`src/hw/rtl/lcs_pkg.sv`:
```
// Shared types, constants and codes for the line centroid steering unit.
package lcs_pkg;

	localparam int ROW_WIDTH = 150;
	localparam int COL_W     = 8;
	localparam int CNT_W     = 8;
	localparam int SUM_W     = 14;
	localparam int WALL_W    = 7;
	localparam int SPEED_W   = 16;
	localparam int V_W       = 7;
	localparam int DIV_STEPS = SUM_W;
	localparam int DIV_CW    = $clog2(DIV_STEPS);

	localparam logic [7:0]         WHITE_MIN  = 8'd250;
	localparam logic [7:0]         WALL_RED   = 8'd255;
	localparam logic [COL_W-1:0]   COL_MAX    = {COL_W{1'b1}};
	localparam logic [CNT_W-1:0]   CNT_MAX    = {CNT_W{1'b1}};
	localparam logic [SUM_W-1:0]   SUM_MAX    = {SUM_W{1'b1}};
	localparam logic [COL_W-1:0]   WALL_LO    = 8'd1;
	localparam logic [COL_W-1:0]   WALL_HI    = 8'd75;
	localparam logic [WALL_W-1:0]  WALL_SPAN  = 7'd75;
	localparam logic [SUM_W-1:0]   HALF_ROW   = SUM_W'(ROW_WIDTH / 2);
	localparam logic [V_W-1:0]     BASE_RESET = 7'd25;
	localparam logic [SPEED_W-1:0] SPIN_RIGHT = 16'd110;
	localparam logic [SPEED_W-1:0] SPEED_MAX  = {SPEED_W{1'b1}};

	typedef enum logic [2:0] {
		MODE_FWD   = 3'd0,
		MODE_LEFT  = 3'd1,
		MODE_RIGHT = 3'd2,
		MODE_SPIN  = 3'd3,
		MODE_WALL  = 3'd4
	} mode_t;

	typedef struct packed {
		logic acc_en;
		logic row_close;
		logic div_step;
		logic mul_en;
		logic out_load;
	} cmd_t;

	typedef struct packed {
		logic out_busy;
	} sts_t;

endpackage

```
`src/hw/rtl/line_centroid_steering_unit.sv`:
```
// Top level of the line centroid steering unit.
//
//  channel  | handshake          | payload
//  ---------+--------------------+-------------------------------------------
//  in       | in_valid/in_stall  | red, green, blue, wall_red, row_end
//  out      | out_valid/out_stall| left_speed, right_speed, steer_mode,
//           |                    | wall_gap, line_pixels
//  cfg      | cfg_valid/cfg_ready| cfg_data (base_speed)
//
// One column beat a cycle while a row accumulates.
// After the row_end beat the input stalls through the serial divide for the
// centroid quotient, the multiply and the result load, and longer while the
// previous result beat is still held by out_stall.
// Reset clears the accumulators and sets base_speed to 25.
module line_centroid_steering_unit (
	input  logic        clk,
	input  logic        arst_n,
	input  logic        in_valid,
	output logic        in_stall,
	input  logic [7:0]  red,
	input  logic [7:0]  green,
	input  logic [7:0]  blue,
	input  logic [7:0]  wall_red,
	input  logic        row_end,
	output logic        out_valid,
	input  logic        out_stall,
	output logic [15:0] left_speed,
	output logic [15:0] right_speed,
	output logic [2:0]  steer_mode,
	output logic [6:0]  wall_gap,
	output logic [7:0]  line_pixels,
	input  logic        cfg_valid,
	output logic        cfg_ready,
	input  logic [6:0]  cfg_data
);

	lcs_pkg::cmd_t cmd;
	lcs_pkg::sts_t sts;

	assign cfg_ready = 1'b1;

	lcs_ctrl u_ctrl (
		.clk      (clk),
		.arst_n   (arst_n),
		.in_valid (in_valid),
		.row_end  (row_end),
		.sts      (sts),
		.cmd      (cmd),
		.in_stall (in_stall)
	);

	lcs_dp u_dp (
		.clk         (clk),
		.arst_n      (arst_n),
		.cmd         (cmd),
		.sts         (sts),
		.cfg_we      (cfg_valid & cfg_ready),
		.cfg_data    (cfg_data),
		.red         (red),
		.green       (green),
		.blue        (blue),
		.wall_red    (wall_red),
		.out_valid   (out_valid),
		.out_stall   (out_stall),
		.left_speed  (left_speed),
		.right_speed (right_speed),
		.steer_mode  (steer_mode),
		.wall_gap    (wall_gap),
		.line_pixels (line_pixels)
	);

endmodule

```
`src/hw/rtl/lcs_ctrl.sv`:
```
// Sequencer: column accumulation, row close divide, multiply and result load.
module lcs_ctrl (
	input  logic          clk,
	input  logic          arst_n,
	input  logic          in_valid,
	input  logic          row_end,
	input  lcs_pkg::sts_t sts,
	output lcs_pkg::cmd_t cmd,
	output logic          in_stall
);

	typedef enum logic [3:0] {
		ST_ACC = 4'b0001,
		ST_DIV = 4'b0010,
		ST_MUL = 4'b0100,
		ST_OUT = 4'b1000
	} state_t;

	state_t state_q, state_nx;
	logic [lcs_pkg::DIV_CW-1:0] cnt_q;
	logic div_last;

	assign div_last = (cnt_q == lcs_pkg::DIV_CW'(lcs_pkg::DIV_STEPS - 1));
	assign in_stall = (state_q != ST_ACC);

	always_comb begin
		state_nx      = state_q;
		cmd           = '0;
		case (state_q)
			ST_ACC: begin
				cmd.acc_en    = in_valid;
				cmd.row_close = in_valid & row_end;
				if (in_valid && row_end) state_nx = ST_DIV;
			end
			ST_DIV: begin
				cmd.div_step = 1'b1;
				if (div_last) state_nx = ST_MUL;
			end
			ST_MUL: begin
				cmd.mul_en = 1'b1;
				state_nx   = ST_OUT;
			end
			ST_OUT: begin
				if (!sts.out_busy) begin
					cmd.out_load = 1'b1;
					state_nx     = ST_ACC;
				end
			end
			default: state_nx = ST_ACC;
		endcase
	end

	always_ff @(posedge clk or negedge arst_n) begin
		if (!arst_n) begin
			state_q <= ST_ACC;
			cnt_q   <= '0;
		end else begin
			state_q <= state_nx;
			if (cmd.row_close) cnt_q <= '0;
			else if (cmd.div_step) cnt_q <= cnt_q + 1'b1;
		end
	end

`ifndef SYNTH
	a_load_free: assert property (@(posedge clk) disable iff (!arst_n)
		cmd.out_load |-> !sts.out_busy)
		else $error("result loaded over a held beat");
	a_close_stalls: assert property (@(posedge clk) disable iff (!arst_n)
		cmd.row_close |=> in_stall && cnt_q == '0)
		else $error("input not stalled after row close");
	a_div_bound: assert property (@(posedge clk) disable iff (!arst_n)
		cmd.div_step |-> cnt_q < lcs_pkg::DIV_CW'(lcs_pkg::DIV_STEPS))
		else $error("divide step count overrun");
	a_mul_after_div: assert property (@(posedge clk) disable iff (!arst_n)
		cmd.mul_en |-> $past(cmd.div_step) && $past(div_last))
		else $error("multiply without finished divide");
`endif

endmodule

```
`src/hw/rtl/lcs_dp.sv`:
```
// Datapath: row accumulators, serial divider, speed multiply and result register.
module lcs_dp (
	input  logic                          clk,
	input  logic                          arst_n,
	input  lcs_pkg::cmd_t                 cmd,
	output lcs_pkg::sts_t                 sts,
	input  logic                          cfg_we,
	input  logic [lcs_pkg::V_W-1:0]       cfg_data,
	input  logic [7:0]                    red,
	input  logic [7:0]                    green,
	input  logic [7:0]                    blue,
	input  logic [7:0]                    wall_red,
	output logic                          out_valid,
	input  logic                          out_stall,
	output logic [lcs_pkg::SPEED_W-1:0]   left_speed,
	output logic [lcs_pkg::SPEED_W-1:0]   right_speed,
	output logic [2:0]                    steer_mode,
	output logic [lcs_pkg::WALL_W-1:0]    wall_gap,
	output logic [lcs_pkg::CNT_W-1:0]     line_pixels
);

	localparam int SW = lcs_pkg::SUM_W;
	localparam int CW = lcs_pkg::CNT_W;
	localparam int PW = lcs_pkg::V_W + 3 + SW;

	logic [lcs_pkg::V_W-1:0]    base_q;
	logic [lcs_pkg::COL_W-1:0]  col_q;
	logic [CW-1:0]              wt_q, wt_nx;
	logic [SW-1:0]              sum_q, sum_nx;
	logic [lcs_pkg::WALL_W-1:0] wcol_q, wcol_nx;
	logic                       wfound_q, wfound_nx;
	logic                       white, wall_hit;
	logic [SW:0]                sum_add;

	// row snapshot and divider
	logic [CW-1:0]              div_q;
	logic [CW-1:0]              rem_q;
	logic [SW-1:0]              quo_q;
	logic [CW:0]                trial;
	logic                       fits;
	logic [CW-1:0]              snap_wt_q;
	logic [lcs_pkg::WALL_W-1:0] snap_wcol_q;
	logic                       snap_wfound_q;

	// multiply stage
	logic [SW-1:0]              mag;
	logic                       pos, neg;
	logic [lcs_pkg::V_W+2:0]    v5;
	logic [PW-1:0]              prod_q;
	logic                       pos_q, neg_q;

	// result
	logic [PW:0]                fast_w;
	logic [lcs_pkg::SPEED_W-1:0] fast, v100, v50;
	logic [lcs_pkg::SPEED_W-1:0] left_nx, right_nx;
	lcs_pkg::mode_t             mode_nx;
	logic [lcs_pkg::WALL_W-1:0] gap_nx;
	logic                       out_valid_q;

	assign white = (red > lcs_pkg::WHITE_MIN) && (green > lcs_pkg::WHITE_MIN)
		&& (blue > lcs_pkg::WHITE_MIN);
	assign wall_hit = (col_q >= lcs_pkg::WALL_LO) && (col_q <= lcs_pkg::WALL_HI)
		&& (wall_red == lcs_pkg::WALL_RED);
	assign sum_add = {1'b0, sum_q} + (SW + 1)'(col_q);

	always_comb begin
		wt_nx     = wt_q;
		sum_nx    = sum_q;
		wcol_nx   = wcol_q;
		wfound_nx = wfound_q;
		if (white) begin
			if (wt_q != lcs_pkg::CNT_MAX) wt_nx = wt_q + 1'b1;
			sum_nx = sum_add[SW] ? lcs_pkg::SUM_MAX : sum_add[SW-1:0];
		end
		if (wall_hit) begin
			wcol_nx   = col_q[lcs_pkg::WALL_W-1:0];
			wfound_nx = 1'b1;
		end
	end

	always_ff @(posedge clk or negedge arst_n) begin
		if (!arst_n) begin
			base_q   <= lcs_pkg::BASE_RESET;
			col_q    <= '0;
			wt_q     <= '0;
			sum_q    <= '0;
			wcol_q   <= '0;
			wfound_q <= 1'b0;
		end else begin
			if (cfg_we) base_q <= cfg_data;
			if (cmd.row_close) begin
				col_q    <= '0;
				wt_q     <= '0;
				sum_q    <= '0;
				wcol_q   <= '0;
				wfound_q <= 1'b0;
			end else if (cmd.acc_en) begin
				if (col_q != lcs_pkg::COL_MAX) col_q <= col_q + 1'b1;
				wt_q     <= wt_nx;
				sum_q    <= sum_nx;
				wcol_q   <= wcol_nx;
				wfound_q <= wfound_nx;
			end
		end
	end

	// restoring divide, one quotient bit a beat
	assign trial = {rem_q, quo_q[SW-1]};
	assign fits  = (trial >= {1'b0, div_q});

	always_ff @(posedge clk) begin
		if (cmd.row_close) begin
			div_q         <= wt_nx;
			rem_q         <= '0;
			quo_q         <= sum_nx;
			snap_wt_q     <= wt_nx;
			snap_wcol_q   <= wcol_nx;
			snap_wfound_q <= wfound_nx;
		end else if (cmd.div_step) begin
			rem_q <= fits ? CW'(trial - {1'b0, div_q}) : trial[CW-1:0];
			quo_q <= {quo_q[SW-2:0], fits};
		end
	end

	assign pos = (quo_q < lcs_pkg::HALF_ROW);
	assign neg = (quo_q > lcs_pkg::HALF_ROW);
	assign mag = pos ? (lcs_pkg::HALF_ROW - quo_q) : (quo_q - lcs_pkg::HALF_ROW);
	assign v5  = (lcs_pkg::V_W + 3)'(base_q) * 4'd5;

	always_ff @(posedge clk) begin
		if (cmd.mul_en) begin
			prod_q <= PW'(v5) * PW'(mag);
			pos_q  <= pos;
			neg_q  <= neg;
		end
	end

	assign v100   = lcs_pkg::SPEED_W'(base_q) * 16'd100;
	assign v50    = lcs_pkg::SPEED_W'(base_q) * 16'd50;
	assign fast_w = (PW + 1)'(v100) + (PW + 1)'(prod_q);
	assign fast   = (fast_w > (PW + 1)'(lcs_pkg::SPEED_MAX)) ? lcs_pkg::SPEED_MAX
		: fast_w[lcs_pkg::SPEED_W-1:0];
	assign gap_nx = snap_wfound_q ? (lcs_pkg::WALL_SPAN - snap_wcol_q) : lcs_pkg::WALL_SPAN;

	always_comb begin
		left_nx  = '0;
		right_nx = '0;
		mode_nx  = lcs_pkg::MODE_WALL;
		if (snap_wt_q != '0) begin
			if (pos_q) begin
				left_nx  = v100;
				right_nx = fast;
				mode_nx  = lcs_pkg::MODE_LEFT;
			end else if (neg_q) begin
				left_nx  = fast;
				right_nx = v100;
				mode_nx  = lcs_pkg::MODE_RIGHT;
			end else begin
				left_nx  = v100;
				right_nx = v100;
				mode_nx  = lcs_pkg::MODE_FWD;
			end
		end else if (!snap_wfound_q) begin
			left_nx  = v50;
			right_nx = lcs_pkg::SPIN_RIGHT;
			mode_nx  = lcs_pkg::MODE_SPIN;
		end
	end

	always_ff @(posedge clk or negedge arst_n) begin
		if (!arst_n) begin
			out_valid_q <= 1'b0;
		end else begin
			if (cmd.out_load) out_valid_q <= 1'b1;
			else if (!out_stall) out_valid_q <= 1'b0;
		end
	end

	always_ff @(posedge clk) begin
		if (cmd.out_load) begin
			left_speed  <= left_nx;
			right_speed <= right_nx;
			steer_mode  <= mode_nx;
			wall_gap    <= gap_nx;
			line_pixels <= snap_wt_q;
		end
	end

	assign out_valid    = out_valid_q;
	assign sts.out_busy = out_valid_q & out_stall;

endmodule

```
`config.mk`:
```
export PLATFORM = sky130hd
export DESIGN_NAME = line_centroid_steering_unit
export DESIGN_NICKNAME = d
export VERILOG_FILES = /design/src/hw/rtl/lcs_pkg.sv /design/src/hw/rtl/line_centroid_steering_unit.sv /design/src/hw/rtl/lcs_ctrl.sv /design/src/hw/rtl/lcs_dp.sv
export SDC_FILE = /design/constraint.sdc
export NUM_CORES = 1
export LEC_CHECK = 0
export BUFFER_PORTS_ARGS = -buffer_cell sky130_fd_sc_hd__buf_2
export CORE_MARGIN = 1.5
export CORE_UTILIZATION = 30
export CTS_CLUSTER_SIZE = 20
export DETAILED_ROUTE_END_ITERATION = 8
export PLACE_DENSITY_LB_ADDON = 0.1
export SYNTH_ARGS = -nofsm -noshare
export SYNTH_HDL_FRONTEND = slang
export SYNTH_SLANG_ARGS = --single-unit
```
`constraint.sdc`:
```
create_clock -name clk -period 12.35 [get_ports clk]
set_input_delay 2.47 -clock clk [delete_from_list [all_inputs] [get_ports clk]]
set_output_delay 2.47 -clock clk [all_outputs]
set_load 0.01 [all_outputs]
```
### After elaboration in Yosys (flattened, before gate mapping)

Index checks and enable logic that the tools add are counted.

* flip-flop bits (word level): 168
* bits of input ports: 45
* output and inout bits: 53

* $add $sub $neg: 9
* multipliers: 4
* magnitude comparators: 9
* eq/ne operators: 13
* multiplexer cells: 46
* bitwise logic cells: 2
* reductions and logical operators: 11

Operator list (count)
* 14-bit two-way mux: 7
* 16-bit two-way mux: 6
* 8-bit two-way mux: 8
* 7-bit two-way mux: 4
* 14-bit by 24-bit adder with 25-bit output: 1
* 25-bit by 16-bit > comparator with 1-bit output, second input constant: 1
* 8-bit > comparator, second input constant: 3
* 10-bit by 14-bit multiplier with 24-bit output: 1
* 7-bit by 5-bit multiplier with 12-bit output, second input constant: 2
* 4-bit two-way mux: 5
* 8-bit by 1-bit adder with 8-bit output, second input constant: 2
* 8-bit inequality test, second input constant: 2
* 4-bit one-hot mux with 4 select lines: 1
* 14-bit by 8-bit adder with 15-bit output: 1
* 14-bit by 7-bit > comparator with 1-bit output, second input constant: 1
* 14-bit by 7-bit less-than comparator with 1-bit output, second input constant: 1
* 14-bit by 7-bit subtractor with 14-bit output, second input constant: 1
* 7-bit by 14-bit subtractor with 14-bit output, first input constant: 1
* 13-bit two-way mux: 1
* 7-bit by 3-bit multiplier with 10-bit output, second input constant: 1
* 9-bit by 8-bit greater-or-equal comparator with 1-bit output: 1
* 1-bit two-way mux: 9
* 3-bit two-way mux: 3
* 4-bit equality test, second input constant: 2
* 19 further kinds: 29

### Longest topological paths before layout

* depth in word-level cells: 7
* depth in mapped cells: 30
* mapped depth without buffers: 30

### Modules after synthesis

Synthesis repeated with hierarchy kept, for this count alone.

* cell total of the unflattened synthesis: 1491
* area, all modules: 14500.2 um^2

Modules (own cells, without submodules)
* lcs_dp: times used 1, cells an instance 1445, area each 14061.0 um^2, seq. area each 4498.1 um^2
* lcs_ctrl: times used 1, cells an instance 44, area each 427.9 um^2, seq. area each 201.4 um^2
* line_centroid_steering_unit: times used 1, cells an instance 2, area each 11.3 um^2, seq. area each 0.0 um^2

### Least setup slack after synthesis

Ideal clock, no wire load.

* path kind: reg2reg
* from: register u_dp.base_q[3] (netlist name)
* to: register u_dp.prod_q[23] (data pin)
* setup time: 0.260 ns
* data arrival time: 7.107 ns
* data required time: 12.090 ns
* setup slack: 4.983 ns
* stages on the path, launching flop included: 28
* buffers on the path: 0
* period minus slack after synthesis: 7.367 ns
* cells stage by stage: dfstp_2 > ha_1 > ha_1 > fa_1 > a21o_1 > a21oi_1 > nor2b_1 > o21ai_1 > nor2_1 > fa_1 > inv_1 > fa_1 > fa_1 > inv_1 > fa_1 > inv_1 > fa_1 > inv_1 > ha_1 > o21ai_0 > a21oi_1 > a21oi_1 > a21boi_0 > o21ai_0 > nor4_1 > o41ai_1 > a31oi_1 > xnor2_1

* word-level cells in the longest chain between the ends: 2

Ends and longest elaborated chain
* from (decl): RTL line lcs_dp.sv:26 `logic [lcs_pkg::V_W-1:0] base_q;`
* from (signal assigned): RTL line lcs_dp.sv:83 `base_q <= lcs_pkg::BASE_RESET;`
* from (signal assigned): RTL line lcs_dp.sv:90 `if (cfg_we) base_q <= cfg_data;`
* 7-bit by 3-bit multiplier with 10-bit output: RTL line lcs_dp.sv:128 `assign v5 = (lcs_pkg::V_W + 3)'(base_q) * 4'd5;`
* 10-bit by 14-bit multiplier with 24-bit output: RTL line lcs_dp.sv:132 `prod_q <= PW'(v5) * PW'(mag);`
* to (signal assigned): RTL line lcs_dp.sv:132
* to (decl): RTL line lcs_dp.sv:49 `logic [PW-1:0] prod_q;`

No other way between the ends.
A chain may end at the register's enable or synchronous reset.

### Final worst setup path

* from: register u_dp.quo_q[0]
* to: register u_dp.prod_q[23] (data pin)

* word-level cells in the longest chain between the ends: 3
* elaborated cells between the ends (all ways): 5

Ends and longest elaborated chain
* from (decl): RTL line lcs_dp.sv:38 `logic [SW-1:0] quo_q;`
* from (signal assigned): RTL line lcs_dp.sv:115 `quo_q <= sum_nx;`
* from (signal assigned): RTL line lcs_dp.sv:121 `quo_q <= {quo_q[SW-2:0], fits};`
* 14-bit by 7-bit subtractor with 14-bit output, or another cell as far along: RTL line lcs_dp.sv:127 `assign mag = pos ? (lcs_pkg::HALF_ROW - quo_q) : (quo_q - lcs_pkg::HALF_ROW);`
* 14-bit two-way mux (*): RTL line lcs_dp.sv:127
* 10-bit by 14-bit multiplier with 24-bit output (*): RTL line lcs_dp.sv:132

Mark *: on every way between the ends. The rest lies on a longest branch, timed or not.

==> impl_metrics.csv <==
group,metric,value,unit
clock_network,cts_root_buf,"clkbuf_16",
timing,final-hold-violation-count,0,
logic_synthesis,synth_edf_count,106,
floorplanning,rows,79,
global_route,first_global_vias,10900,
run_status,outcome,"completed",
clock_network,cts_tree,"yes",
logic_synthesis,yosys.area.top_type,"edfxtp_1",
floorplanning,die_width,221,um
floorplanning,start_util,0.305,
setup_path,cp_max_fo,13,
clock_network,cts_sinks,168,
logic_synthesis,ys_ff_latch,168,
route,postRouteAntennaNets,0,
timing,rsz0062_at_grt,"false",
floorplanning,die_h,221,um
cells_and_area,final_layout_size_suffix_gt1_frac,0.114,
timing,fmax,118,MHz
logic_synthesis,seq_area_frac_synth,0.328,
timing,slew-limit-headroom,0.266,
timing,setup_viol,0,
timing,tightest_slew,1.10,ns
timing,fin_skew,0.0225,ns
logic_synthesis,syn_inst,1479,
clock_network,numCtsBuffers,17,
cells_and_area,fillers,4858,
logic_synthesis,ys_async_sr_fraction,0.321,
cells_and_area,syn2layout_area_growth,12.1,%
worst_hold_path,hold_path_class,"reg -> reg",
timing,fin_setup_tns,0,ns
logic_synthesis,yosysMostFrequentCell,"inv_1",
global_route,grt_pass1_wl,58400,um
route,drcViolationCount,0,
floorplanning,die_area,0.0490,mm^2
timing,min_period_over_period,0.686,
logic_synthesis,yosysWarningCount,0,
global_route,antenna_found_initial,0,
route,dr_total_vias,10700,
route,wl,36300,um
clock_network,clock_path_buffers,2,
placement,port_buffers,96,
run,cap_viol_max_count,0,
setup_path,critical_path_class,"reg -> reg",
setup_path,cp-start-kind,"register",
clock_network,cts_resized,0,
setup_path,required,12.56,ns
cells_and_area,diodes,0,
floorplanning,core_area,0.0469,mm^2
timing,report.final.slew_viol_count,0,
logic_synthesis,synthTopCellsByArea,"edfxtp_1, fa_1, ha_1",
clock_network,postCtsSetupBuffers,0,
setup_path,critPathArrivalTime,8.68,ns
clock_network,hold_buffers,0,
placement,dpl.hpwl,28600,um
logic_synthesis,synth_area,0.0143,mm^2
logic_synthesis,ys_top_cells_by_count,"inv_1, nand2_1, ha_1",
route,viasPerCell,4.90,
route,wire_per_inst,16.6,um
logic_synthesis,synth_fp_nets,1757,
logic_synthesis,ys_types,82,
clock_network,clk_pin_slew,0.08,ns
logic_synthesis,yosysTopAreaCellShare,0.222,
timing,fin_crit,8.47,ns
global_route,grt_max_degree,55,
logic_synthesis,synth_ff_type,"edfxtp_1",
route,drt_iter0_drc,459,
floorplanning,num_io_pins,98,
logic_synthesis,syn_avg_cell_area,9.68,um^2
setup_path,end_kind,"register",
route,drt_first_pass_iters,5,
placement,gp_congestion,0.803,
global_route,grt_usage,0.151,
cells_and_area,fin_nets,1842,
clock_network,clkLatencyLatePin,0.47,ns
global_route,globalRouteOverflowTotal,0,
clock_network,htree_levels,4,
## cell usage in the layout, fill, tap and decap left out, drive strengths merged, types with 12 or more instances in the layout
master,Yosys,layout
a21oi,74,74
mux2,14,14
inv,164,172
nand3,28,28
nand2,144,144
and2,36,36
o21ai,85,85
and3,12,12
buf,5,111
a31oi,18,18
a22o,16,16
xor2,30,30
a21o,24,24
nand4,21,21
a211oi,12,12
ha,133,133
clkbuf,40,19
dfrtp,50,50
nor2,128,128
nor2b,15,15
o21a,13,13
edfxtp,106,106
nor3,21,21
fa,100,100
nand2b,19,19
xnor2,51,51
## cell families after synthesis
kind of cell    after synthesis  synth area share
simple gates                454             0.151
compound gates              307             0.139
fa+ha+maj                   233             0.256
buf+inv                     210            0.0565
flops                       168             0.328
xor+xnor                     81            0.0501
mux                          25            0.0187
other cells                   1          0.000262
## critical path: stages, from the launching register on
cell and delay (ns):
edfxtp_1 0.61, ha_1 0.34, a21oi_1 0.28, a21boi_0 0.19, a21oi_2 0.50, nand3_1 0.13, o21ai_1 0.25, nand2_1 0.17
xnor2_1 0.59, nand2_1 0.15, fa_1 0.51, inv_1 0.05, fa_1 0.51, fa_1 0.44, fa_1 0.54, inv_1 0.05
fa_1 0.52, inv_1 0.04, ha_1 0.33, nand2_1 0.09, o21ai_0 0.33, a21oi_1 0.11, a21boi_0 0.19, o21ai_0 0.37
nor4_1 0.09, o41ai_1 0.49, a31oi_1 0.17, xnor2_1 0.15
## metal layers
metal | GRT usage | vias to the layer above | routed length [um]
met5 | 0 | - | 0
met4 | 0.0442 | 0 | 550
met3 | 0.0279 | 33 | 1130
met2 | 0.259 | 185 | 17500
met1 | 0.194 | 5209 | 17100
li1 | - | 5285 | -
## layout make-up
| class | count | area [um^2] | share of cell area |
|---|---|---|---|
| Inverter | 165 | 619 | 0.0386 |
| Clock inverter | 13 | 113 | 0.00702 |
| Sequential cell | 168 | 4700 | 0.293 |
| Timing Repair Buffer | 111 | 593 | 0.0370 |
| Clock buffer | 19 | 433 | 0.0270 |
| Tap cell | 607 | 759 | 0.0474 |
| Multi-Input combinational cell | 1101 | 8820 | 0.550 |
## flip-flops by register name (all words and copies together) (netlist names), 14 cells and up
register and count:
u_dp.left_speed 16, u_dp.prod_q 24, u_dp.quo_q 14, u_dp.right_speed 16, u_dp.sum_q 14
## worst paths after layout
check | startpoint | to | slack [ns] | depth (start not counted)
worst max-delay path | u_dp.quo_q[0] | u_dp.prod_q[23] | 3.88 | 27
worst min-delay path | u_dp.div_q[5] | u_dp.line_pixels[5] | 0.48 | 0
worst max register to register | u_dp.quo_q[0] | u_dp.prod_q[23] | 3.88 | 27
worst min register to register | u_dp.div_q[5] | u_dp.line_pixels[5] | 0.48 | 0
max in group asynchronous | arst_n | u_ctrl.cnt_q[0] | 9.73 | 2
min in group asynchronous | arst_n | u_dp.wfound_q | 2.14 | 2
## per-stage QoR
stage,cells,setup slack [ns],utilization,hold slack [ns],cell area [um^2]
global placement,2152,4.06,0.331,0.474,15500
global route,2184,2.98,0.342,0.508,16000
detailed placement,2152,3.83,0.331,0.478,15500
CTS,2184,3.82,0.342,0.486,16000
finish,2184,3.88,0.342,0.481,16000
floorplan,1479,4.98,-,0.450,14300
Power is left out: the tool's default activity adds up to more than one toggle a clock period on the data nets, which glitch-free logic cannot reach.
